$ cat src/hdl/svf_pkg.sv
// shared types, codes and saturation helpers for the two-pass state-variable filter
// no dependencies; compiled first
package svf_pkg;

  localparam int unsigned CfgIdxW = 3;
  localparam int unsigned CfgDataW = 24;

  localparam logic [CfgIdxW-1:0] REG_BYPASS = 3'd0;
  localparam logic [CfgIdxW-1:0] REG_MODE   = 3'd1;
  localparam logic [CfgIdxW-1:0] REG_DAMP   = 3'd2;
  localparam logic [CfgIdxW-1:0] REG_GAIN   = 3'd3;
  localparam logic [CfgIdxW-1:0] REG_RATE   = 3'd4;

  localparam logic [23:0] RATE_RESET = 24'd194783;
  localparam logic [16:0] F_MAX = 17'h1FFFF;

  localparam logic [2:0] MODE_LOW   = 3'd0;
  localparam logic [2:0] MODE_HIGH  = 3'd1;
  localparam logic [2:0] MODE_BAND  = 3'd2;
  localparam logic [2:0] MODE_NOTCH = 3'd3;
  localparam logic [2:0] MODE_LMH   = 3'd4;

  typedef enum logic [3:0] {
    ST_IDLE,
    ST_F,
    ST_G,
    ST_LB,
    ST_DB,
    ST_HI,
    ST_FH,
    ST_BD,
    ST_ACC,
    ST_DONE
  } svf_state_t;

  // operand pair for the shared multiplier
  typedef enum logic [2:0] {
    MUL_CR,  // cutoff * rate factor
    MUL_GX,  // input gain * sample
    MUL_FB,  // f * band
    MUL_DB,  // damping * band
    MUL_FH   // f * high
  } mul_op_t;

  typedef struct packed {
    mul_op_t mul_op;
    logic    clr_acc;
    logic    upd_f;
    logic    upd_gx;
    logic    upd_low;
    logic    upd_high;
    logic    upd_band;
    logic    upd_acc;
    logic    finish;
  } svf_ctrl_t;

  function automatic logic signed [31:0] sat32(input logic signed [35:0] v);
    logic signed [35:0] hi_lim;
    logic signed [35:0] lo_lim;
    hi_lim = 36'sd2147483647;
    lo_lim = -36'sd2147483648;
    if (v > hi_lim) begin
      return 32'sh7FFFFFFF;
    end else if (v < lo_lim) begin
      return 32'sh80000000;
    end
    return v[31:0];
  endfunction

  function automatic logic signed [15:0] sat16(input logic signed [20:0] v);
    if (v > 21'sd32767) begin
      return 16'sh7FFF;
    end else if (v < -21'sd32768) begin
      return 16'sh8000;
    end
    return v[15:0];
  endfunction

endpackage

$ cat src/hdl/svf_chan_if.sv
// valid/ready channel interfaces for the filter's sample input and result
// no dependencies
interface svf_in_if;
  logic               valid;
  logic               ready;
  logic signed [15:0] in_sample;
  logic        [15:0] cutoff_hz;

  modport source(output valid, output in_sample, output cutoff_hz, input ready);
  modport sink(input valid, input in_sample, input cutoff_hz, output ready);
endinterface

interface svf_out_if;
  logic               valid;
  logic               ready;
  logic signed [15:0] out_sample;

  modport source(output valid, output out_sample, input ready);
  modport sink(input valid, input out_sample, output ready);
endinterface

$ cat src/hdl/state_variable_filter_2x.sv
// top level of the two-pass state-variable filter: config registers, datapath, output stage
// depends on svf_pkg, svf_chan_if, svf_mul and svf_seq
//
// Chamberlin state-variable filter run twice per sample. Each input transaction carries a
// Q1.15 sample and a cutoff in hertz; one filtered Q1.15 sample comes out per transaction.
// All products go through one shared 33x33 multiplier with a registered output; the cutoff and
// gain products followed by two passes (three dependent products and their updates each) on
// that multiplier set the time from acceptance to the result register. In bypass the sample
// skips the passes and goes from ST_DONE into the result register, and the integrators are
// left untouched. The next sample is accepted while a result is still waiting in the output
// register.
// Configuration is a plain write port (index 0 bypass, 1 mode, 2 damping, 3 input gain,
// 4 rate factor); write it only while no sample is in flight.
module state_variable_filter_2x (
  input  logic             clk,
  input  logic             rst_n,
  svf_in_if.sink           in_ch,
  svf_out_if.source        out_ch,
  input  logic             cfg_we,
  input  logic [2:0]       cfg_index,
  input  logic [23:0]      cfg_wdata
);
  import svf_pkg::*;

  // configuration registers
  logic               bypass_on_r;
  logic [2:0]         filter_mode_r;
  logic signed [15:0] damping_coef_r;
  logic [14:0]        input_gain_r;
  logic [23:0]        rate_factor_r;

  always_ff @(posedge clk) begin
    if (!rst_n) begin
      bypass_on_r    <= 1'b0;
      filter_mode_r  <= 3'd0;
      damping_coef_r <= 16'sd0;
      input_gain_r   <= 15'd0;
      rate_factor_r  <= RATE_RESET;
    end else if (cfg_we) begin
      unique case (cfg_index)
        REG_BYPASS: bypass_on_r    <= cfg_wdata[0];
        REG_MODE:   filter_mode_r  <= cfg_wdata[2:0];
        REG_DAMP:   damping_coef_r <= cfg_wdata[15:0];
        REG_GAIN:   input_gain_r   <= cfg_wdata[14:0];
        REG_RATE:   rate_factor_r  <= cfg_wdata;
        default: ;
      endcase
    end
  end

  // sequencer
  svf_ctrl_t ctrl;
  logic      in_fire;
  logic      out_busy;
  logic      in_ready;
  logic      out_valid_r;

  assign in_fire  = in_ch.valid && in_ready;
  assign out_busy = out_valid_r && !out_ch.ready;
  assign in_ch.ready = in_ready;

  svf_seq u_seq (
    .clk      (clk),
    .rst_n    (rst_n),
    .in_fire  (in_fire),
    .bypass   (bypass_on_r),
    .out_busy (out_busy),
    .in_ready (in_ready),
    .ctrl     (ctrl)
  );

  // working registers
  logic signed [15:0] x_r;
  logic        [15:0] cutoff_r;
  logic        [16:0] f_r;
  logic signed [31:0] gx_r;
  logic signed [31:0] low_r;
  logic signed [31:0] band_r;
  logic signed [31:0] high_r;
  logic signed [34:0] acc_r;

  // shared multiplier operands
  logic signed [32:0] op_a;
  logic signed [32:0] op_b;
  logic signed [65:0] prod;

  always_comb begin
    case (ctrl.mul_op)
      MUL_CR: begin
        op_a = {17'd0, cutoff_r};
        op_b = {9'd0, rate_factor_r};
      end
      MUL_GX: begin
        op_a = {18'd0, input_gain_r};
        op_b = 33'(x_r);
      end
      MUL_FB: begin
        op_a = {16'd0, f_r};
        op_b = 33'(band_r);
      end
      MUL_DB: begin
        op_a = 33'(damping_coef_r);
        op_b = 33'(band_r);
      end
      MUL_FH: begin
        op_a = {16'd0, f_r};
        op_b = 33'(high_r);
      end
      default: begin
        op_a = '0;
        op_b = '0;
      end
    endcase
  end

  svf_mul u_mul (
    .clk  (clk),
    .op_a (op_a),
    .op_b (op_b),
    .prod (prod)
  );

  // datapath next values; products shifted with floor via arithmetic slices
  logic        [16:0] f_nxt;
  logic signed [31:0] gx_nxt;
  logic signed [35:0] low_sum;
  logic signed [35:0] high_sum;
  logic signed [35:0] band_sum;
  logic signed [33:0] sel;
  logic signed [34:0] acc_nxt;

  assign f_nxt   = (|prod[39:33]) ? F_MAX : prod[32:16];
  assign gx_nxt  = prod[32:1];
  assign low_sum = 36'(low_r) + 36'($signed(prod[49:16]));
  assign high_sum = 36'(gx_r) - 36'(low_r) - prod[49:14];
  assign band_sum = 36'(band_r) + 36'($signed(prod[49:16]));

  always_comb begin
    case (filter_mode_r)
      MODE_LOW:   sel = 34'(low_r);
      MODE_HIGH:  sel = 34'(high_r);
      MODE_BAND:  sel = 34'(band_r);
      MODE_NOTCH: sel = 34'(high_r) + 34'(low_r);
      MODE_LMH:   sel = 34'(low_r) - 34'(high_r);
      default:    sel = '0;
    endcase
  end

  assign acc_nxt = acc_r + 35'(sel);

  always_ff @(posedge clk) begin
    if (in_fire) begin
      x_r      <= in_ch.in_sample;
      cutoff_r <= in_ch.cutoff_hz;
    end
    if (ctrl.upd_f) begin
      f_r <= f_nxt;
    end
    if (ctrl.upd_gx) begin
      gx_r <= gx_nxt;
    end
    if (ctrl.upd_high) begin
      high_r <= sat32(high_sum);
    end
  end

  // integrators and accumulator
  always_ff @(posedge clk) begin
    if (!rst_n) begin
      low_r  <= 32'sd0;
      band_r <= 32'sd0;
      acc_r  <= 35'sd0;
    end else begin
      if (ctrl.upd_low) begin
        low_r <= sat32(low_sum);
      end
      if (ctrl.upd_band) begin
        band_r <= sat32(band_sum);
      end
      if (ctrl.clr_acc) begin
        acc_r <= 35'sd0;
      end else if (ctrl.upd_acc) begin
        acc_r <= acc_nxt;
      end
    end
  end

  // output register
  logic signed [15:0] out_sample_r;

  always_ff @(posedge clk) begin
    if (!rst_n) begin
      out_valid_r <= 1'b0;
    end else if (ctrl.finish) begin
      out_valid_r <= 1'b1;
    end else if (out_ch.ready) begin
      out_valid_r <= 1'b0;
    end
  end

  always_ff @(posedge clk) begin
    if (ctrl.finish) begin
      // half the two-pass sum, Q.28 down to Q.15
      out_sample_r <= bypass_on_r ? x_r : sat16(acc_r[34:14]);
    end
  end

  assign out_ch.valid      = out_valid_r;
  assign out_ch.out_sample = out_sample_r;

endmodule

$ cat src/hdl/svf_mul.sv
// shared signed multiplier with registered product
// depends on nothing; used by state_variable_filter_2x
module svf_mul (
  input  logic               clk,
  input  logic signed [32:0] op_a,
  input  logic signed [32:0] op_b,
  output logic signed [65:0] prod
);

  logic signed [65:0] prod_r;
  logic signed [65:0] prod_nxt;

  assign prod_nxt = op_a * op_b;

  always_ff @(posedge clk) begin
    prod_r <= prod_nxt;
  end

  assign prod = prod_r;

endmodule

$ cat src/hdl/svf_seq.sv
// sequencer stepping one sample through two filter passes on the shared multiplier (no passes in bypass)
// depends on svf_pkg
module svf_seq (
  input  logic              clk,
  input  logic              rst_n,
  input  logic              in_fire,
  input  logic              bypass,
  input  logic              out_busy,
  output logic              in_ready,
  output svf_pkg::svf_ctrl_t ctrl
);
  import svf_pkg::*;

  svf_state_t state_r, state_nxt;
  logic       pass_r, pass_nxt;

  always_ff @(posedge clk) begin
    if (!rst_n) begin
      state_r <= ST_IDLE;
      pass_r  <= 1'b0;
    end else begin
      state_r <= state_nxt;
      pass_r  <= pass_nxt;
    end
  end

  always_comb begin
    state_nxt = state_r;
    pass_nxt  = pass_r;
    in_ready  = 1'b0;
    ctrl      = '0;
    ctrl.mul_op = MUL_CR;
    unique case (state_r)
      ST_IDLE: begin
        in_ready = 1'b1;
        if (in_fire) begin
          ctrl.clr_acc = 1'b1;
          pass_nxt     = 1'b0;
          state_nxt    = bypass ? ST_DONE : ST_F;
        end
      end
      ST_F: begin
        ctrl.mul_op = MUL_CR;
        state_nxt   = ST_G;
      end
      ST_G: begin
        ctrl.mul_op = MUL_GX;
        ctrl.upd_f  = 1'b1;
        state_nxt   = ST_LB;
      end
      ST_LB: begin
        // first pass picks up the gain product issued in ST_G
        ctrl.mul_op = MUL_FB;
        ctrl.upd_gx = !pass_r;
        state_nxt   = ST_DB;
      end
      ST_DB: begin
        ctrl.mul_op  = MUL_DB;
        ctrl.upd_low = 1'b1;
        state_nxt    = ST_HI;
      end
      ST_HI: begin
        ctrl.upd_high = 1'b1;
        state_nxt     = ST_FH;
      end
      ST_FH: begin
        ctrl.mul_op = MUL_FH;
        state_nxt   = ST_BD;
      end
      ST_BD: begin
        ctrl.upd_band = 1'b1;
        state_nxt     = ST_ACC;
      end
      ST_ACC: begin
        ctrl.upd_acc = 1'b1;
        if (pass_r) begin
          state_nxt = ST_DONE;
        end else begin
          pass_nxt  = 1'b1;
          state_nxt = ST_LB;
        end
      end
      ST_DONE: begin
        if (!out_busy) begin
          ctrl.finish = 1'b1;
          state_nxt   = ST_IDLE;
        end
      end
      default: begin
        state_nxt = ST_IDLE;
      end
    endcase
  end

endmodule
$ cat src/flat_wrapper.sv
// flat-port wrapper written by rule: the top's interface ports become plain ports
module state_variable_filter_2x_flat import svf_pkg::*;
  (clk, rst_n, cfg_we, cfg_index, cfg_wdata, in_ch_valid, in_ch_in_sample, in_ch_cutoff_hz, in_ch_ready, out_ch_valid, out_ch_out_sample, out_ch_ready);
  svf_in_if in_ch_i ();
  svf_out_if out_ch_i ();
  input  logic clk;
  input  logic rst_n;
  input  logic cfg_we;
  input  logic [2:0] cfg_index;
  input  logic [23:0] cfg_wdata;
  input wire logic [$bits(in_ch_i.valid)-1:0] in_ch_valid;
  input wire logic [$bits(in_ch_i.in_sample)-1:0] in_ch_in_sample;
  input wire logic [$bits(in_ch_i.cutoff_hz)-1:0] in_ch_cutoff_hz;
  output wire logic [$bits(in_ch_i.ready)-1:0] in_ch_ready;
  output wire logic [$bits(out_ch_i.valid)-1:0] out_ch_valid;
  output wire logic [$bits(out_ch_i.out_sample)-1:0] out_ch_out_sample;
  input wire logic [$bits(out_ch_i.ready)-1:0] out_ch_ready;
  assign in_ch_i.valid = in_ch_valid;
  assign in_ch_i.in_sample = in_ch_in_sample;
  assign in_ch_i.cutoff_hz = in_ch_cutoff_hz;
  assign in_ch_ready = in_ch_i.ready;
  assign out_ch_valid = out_ch_i.valid;
  assign out_ch_out_sample = out_ch_i.out_sample;
  assign out_ch_i.ready = out_ch_ready;
  state_variable_filter_2x u_core (.clk(clk), .rst_n(rst_n), .in_ch(in_ch_i), .out_ch(out_ch_i), .cfg_we(cfg_we), .cfg_index(cfg_index), .cfg_wdata(cfg_wdata));
endmodule
$ cat config.mk
export PLATFORM = sky130hd
export DESIGN_NAME = state_variable_filter_2x_flat
export DESIGN_NICKNAME = d
export VERILOG_FILES = /design/src/hdl/svf_pkg.sv /design/src/hdl/svf_chan_if.sv /design/src/hdl/state_variable_filter_2x.sv /design/src/hdl/svf_mul.sv /design/src/hdl/svf_seq.sv /design/src/flat_wrapper.sv
export SDC_FILE = /design/constraint.sdc
export NUM_CORES = 2
export LEC_CHECK = 0
export BUFFER_PORTS_ARGS = -buffer_cell sky130_fd_sc_hd__buf_2
export CORE_MARGIN = 2
export CORE_UTILIZATION = 30
export DETAILED_ROUTE_END_ITERATION = 10
export SKIP_CTS_REPAIR_TIMING = 1
export SYNTH_ARGS = -nofsm -noshare
export SYNTH_HDL_FRONTEND = slang
export SYNTH_SLANG_ARGS = --single-unit
$ cat constraint.sdc
create_clock -name clk -period 9.5 [get_ports clk]
set_clock_uncertainty 0.1 [all_clocks]
set_input_delay 0.475 -clock clk [delete_from_list [all_inputs] [get_ports clk]]
set_output_delay 0.475 -clock clk [all_outputs]
set_load 0.1 [all_outputs]
### After elaboration in Yosys (flattened, before gate mapping)

Cells that the tools add are included.

* add/sub/neg operators: 7
* multiply operators: 1
* $lt $le $gt $ge: 8
* eq/ne operators: 23
* muxes and demuxes: 51
* bitwise logic cells: 1
* reductions and logical operators: 21

Operators by type and width (count)
* $mux 32: 9
* $pmux 33 s4: 2
* $pmux 34 s5: 1
* $gt 36x32->1 const B: 3
* $lt 36x32->1 const B: 3
* $add 32x34->35: 2
* $sub 32x32->33: 2
* $mux 16: 4
* $mul 33x33->50: 1
* $pmux 4 s10: 1
* $sub 36x36->36: 1
* $add 35x34->35: 1
* $add 32x32->33: 1
* $mux 1: 28
* $gt 21x16->1 const B: 1
* $lt 21x16->1 const B: 1
* $eq 3x2->1 const B: 6
* $eq 4x3->1 const B: 4
* $mux 4: 4
* $reduce_and 2->1: 7
* $pmux 3 s4: 1
* $eq 3x1->1 const B: 3
* $eq 3x3->1 const B: 3
* $logic_not 3->1: 3
* 13 further kinds: 20

* bits in registers: 343
* input port bits: 64
* output and inout bits: 18
* word-level logic and storage cells: 130

### Depth between registers and ports, before layout

* word-level depth: 7
* depth in mapped cells: 39
* gate-level depth less buffers: 35

### Modules after synthesis

Synthesis repeated with hierarchy kept, for this count alone.

* cell total of the unflattened synthesis: 7240
* area, all modules: 64749.6 µm²

Modules (own cells, without submodules)
* svf_mul: instances 1, cells an instance 4304, area an instance 40411.3 µm², seq. area each 1321.3 µm²
* state_variable_filter_2x: instances 1, cells an instance 2885, area an instance 23958.0 µm², seq. area each 7056.8 µm²
* svf_seq: instances 1, cells an instance 51, area an instance 380.4 µm², seq. area each 100.1 µm²

### Worst setup path before layout

Ideal clock, no wire load.

* path kind: flip-flop to flip-flop
* start point: register u_core.u_seq.state_r[3]
* end point: register u_core.u_mul.prod_r[49] (netlist: u_core.u_mul.prod[49])
* setup time: 0.121 ns
* arrival: 9.535 ns
* data required time: 9.279 ns
* slack: -0.256 ns
* stages on the path, launching flop included: 31
* path buffers: 4
* clock period less this slack: 9.756 ns
* cells stage by stage: dfxtp_1 > clkbuf_1 > nand2b_1 > nor3_1 > clkbuf_1 > clkbuf_1 > a222oi_1 > nand2_1 > clkbuf_1 > nand2_1 > fa_1 > fa_1 > inv_1 > fa_1 > inv_1 > fa_1 > inv_1 > fa_1 > fa_1 > fa_1 > inv_1 > fa_1 > inv_1 > ha_1 > a21o_1 > a21o_1 > a2111oi_0 > nor3_1 > o311ai_1 > a21oi_1 > xnor2_1

* cells in the longest elaborated chain, start to end: 6
* elaborated cells on any way between the ends: 15
* those cells by class: mul (1); eq/ne (8); mux (3); reduce/logical (3)

RTL lines
* start, declared: line svf_seq.sv:14 `svf_state_t state_r, state_nxt;`
* start signal, assigned: line svf_seq.sv:22 `state_r <= state_nxt;`
* $eq 4x3->1 / $eq 4x2->1 (equally long branches): line svf_seq.sv:33 `unique case (state_r)`
* $pmux 3 s4 *: line svf_seq.sv:33
* $eq 3x2->1 / $eq 3x3->1 (equally long branches): line state_variable_filter_2x.sv:88 `case (ctrl.mul_op)`
* $reduce_or 2->1 (no line)
* $pmux 33 s4: line state_variable_filter_2x.sv:88
* $mul 33x33->50 *: line svf_mul.sv:13 `assign prod_nxt = op_a * op_b;`
* net u_core.u_mul.prod_nxt[49]: line svf_mul.sv:11 `logic signed [65:0] prod_nxt;`
* end signal, assigned: line svf_mul.sv:16 `prod_r <= prod_nxt;`
* end, declared: line svf_mul.sv:10 `logic signed [65:0] prod_r;`

The timed path passes the listed nets; every way through them passes the cells marked *.
A chain may end at the register's enable or synchronous reset.

### Worst setup path after layout

* start point: register u_core.u_seq.state_r[0]
* end point: register u_core.u_mul.prod_r[46] (netlist: u_core.u_mul.prod[46])

Same word-level chain as after synthesis.

==> run metrics <==
status finished clean; initial antenna violation count 3; CP peak stage delay 0.58 ns; Area Growth Syn to Fin 11.8%; sequential share of the synthesized area 17.1%; DR iter-0 viols 3531; Cells after Synth 5451; synth warn 0; Final Cycle Share 96.5%; net count after synthesis 6578; max-slew violations 0; # IOs 82; final std cells w/o fill 7691; H-Tree Depth 2; maximum clock rate 0.109 GHz; cell area after synthesis 47700 um2; WHS 0.0534 ns; IO Port Bufs 81; cells on worst reg2reg path 34; Crit-path slowest cell fa_1; Main synth FF type dfxtp_1; gr usage total 20.1%; most frequent CP cell fa_1; hold depth 3; crit start category register; share of cells above drive strength 1 8.51%; CTS sink cnt 342; CP delay by family, top adder cells; worst reg-to-reg setup slack 0.33 ns; post-DP HPWL 135000 um; Fillers 16400; vias 40100; Clk pin slew, worst setup/hold paths 0.07 ns; CTS root buf clkbuf_16; synth unique cells 102; Post-Syn Area per Cell 8.75 um2; number of enable flip-flop cells after synthesis 129; WP buf/inv 11; Yosys reg bits 342; Max-slew headroom 12.5%; Initial Utilization 30.2%; Initial DRT Pass Iterations 6; Remaining Overflow, GRT 0; wire per inst 21.4 um; Crit. End Element register; endpoints failing hold 0; crit-path max FO 18; Max clock buf depth 3; core area 158000 um2; ANT nets after route 0; storage element area 8140 um2; Die ar. 162000 um2; placed insts 7574; CP arrival 9.59 ns; Worst Hold Path EP u_core.rate_factor_r[6]; max-cap viol count 0; vias in the first global route 39900; routed vias/inst 5.22; first-pass GRT wire length 248000 um; gpl congestion 0.975; Final #Nets 6709; post-layout min period 9.17 ns; area of the multi-input gates 35700 um2; final wirelength 165000 um; die height 403 um; Worst-Margin Slew 1.31 ns; CTS tree built; Worst-Skew Late Latency 0.62 ns; r2r startpoint u_core.u_seq.state_r[0]; ys async rst share 0%; Area after DPL 51500 um2; worst hold start cfg_wdata[6]; CTS buffer count 42; DIE WIDTH 403 um; crit path kind reg -> reg; residual DRC count 0; Core Rows 146; worst hold path class in -> reg; Required @ worst endpoint 9.92 ns; R2R Path End u_core.u_mul.prod[46]; post-route cell area 53300 um2; final setup fails 0; largest net degree at the start of global routing 70
==> cell usage after synthesis (70+ instances only) <==
cell,count,area [um2]
a21o_1,148,1110
a21oi_1,292,1460
clkbuf_1,200,751
dfxtp_1,213,4260
edfxtp_1,129,3870
fa_1,677,13600
ha_1,386,4830
inv_1,858,3220
nand2_1,696,2610
nand2b_1,70,438
nand3_1,91,455
nor2_1,446,1670
o21ai_0,175,876
xnor2_1,173,1520
xor2_1,73,639
==> kinds of logic (layout without fill, tap and decap cells) <==
group           Yosys count  count (layout)  share of synthesized area (%)
compound gates         1113            1113                           15.5
xor+xnor                246             246                           4.52
fa+ha+maj              1063            1063                           38.5
buf+inv                1081            1246                           8.62
flops                   342             342                           17.1
mux                      42              42                           1.29
other cells               0               3                              0
simple gates           1564            1564                           14.5
==> tightest hold or removal path, delay by kind of cell <==
family | cells | cell delay, ns
simple gates | 2 | 0.12
buf+inv | 1 | 0.10
==> how the worst max path moves through the flow <==
stage / startpoint / endpoint / slack, ns / cells past startpoint
floorplan: u_core.u_seq.state_r[1] / u_core.u_mul.prod[49] / 0.06 / 32
global placement: u_core.u_seq.state_r[3] / u_core.u_mul.prod[46] / 0.16 / 34
detailed placement: u_core.u_seq.state_r[3] / u_core.u_mul.prod[46] / -0.01 / 34
CTS: u_core.u_seq.state_r[1] / u_core.u_mul.prod[46] / 0.03 / 33
global route: u_core.u_seq.state_r[2] / u_core.u_mul.prod[46] / -0.03 / 36
finish: u_core.u_seq.state_r[0] / u_core.u_mul.prod[46] / 0.33 / 34
==> cell usage in the layout (no fill, tap or decap), types with 17 or more instances in the layout <==
cell type / n
inv_1: 858
nand2_1: 695
fa_1: 676
nor2_1: 442
ha_1: 385
a21oi_1: 288
dfxtp_1: 209
buf_4: 190
o21ai_0: 174
xnor2_1: 173
a21o_1: 148
edfxtp_1: 129
nand3_1: 89
buf_2: 80
xor2_1: 73
nand2b_1: 69
nor3_1: 50
o22ai_1: 50
a21boi_0: 48
o21bai_1: 46
clkbuf_16: 43
o21a_1: 40
a21oi_2: 34
nor2b_1: 32
dlygate4sd3_1: 32
nand4_1: 31
and3_1: 31
o21ai_1: 25
a221o_1: 23
a31oi_1: 23
mux2i_1: 23
and2_1: 22
o211ai_1: 22
a211oi_1: 21
and4_1: 18
a22o_1: 18
a221oi_1: 17
or3_1: 17
==> area by class of cell <==
cell class | instances | area share [%]
multi-input combinational | 4028 | 66.9
sequential | 342 | 15.3
inverter | 859 | 6.05
tap | 2072 | 4.86
timing repair buffer | 309 | 4.28
clock buffer | 54 | 2.19
clock inverter | 24 | 0.476
antenna | 3 | 0.0141
==> per-layer routing <==
layer / part of all wire (%) / global-route usage, % / vias to the layer above
li1: - / - / 18200
met1: 43 / 27.9 / 20200
met2: 45 / 32.1 / 1470
met5: 0 / 0 / -
met3: 7.7 / 2.85 / 247
met4: 3.7 / 6.54 / 0
==> state kept, by name, indices dropped and copies added (netlist names), 3 cells and up <==
name / count
u_core.x_r: 16
u_core.band_r: 32
u_core.acc_r: 35
u_core.u_mul.prod: 49
u_core.rate_factor_r: 24
u_core.high_r: 32
u_core.input_gain_r: 15
u_core.filter_mode_r: 3
u_core.f_r: 17
u_core.low_r: 32
u_core.u_seq.state_r: 4
u_core.gx_r: 32
u_core.damping_coef_r: 16
u_core.cutoff_r: 16
u_core.out_ch.out_sample: 16
==> metrics by stage <==
stage	setup slack, ns	utilization, %	setup TNS (ns)
3_3_place_gp	0.156	32.5	0
6_report	0.328	33.7	0
2_1_floorplan	0.0600	-	0
5_1_grt	-0.0279	33.7	-0.0620
4_1_cts	0.0267	33.4	0
3_5_place_dp	-0.0140	32.5	-0.0140
Power is not shown: default switching activity piles up to over one toggle a cycle in this logic, so the estimate is an artifact.
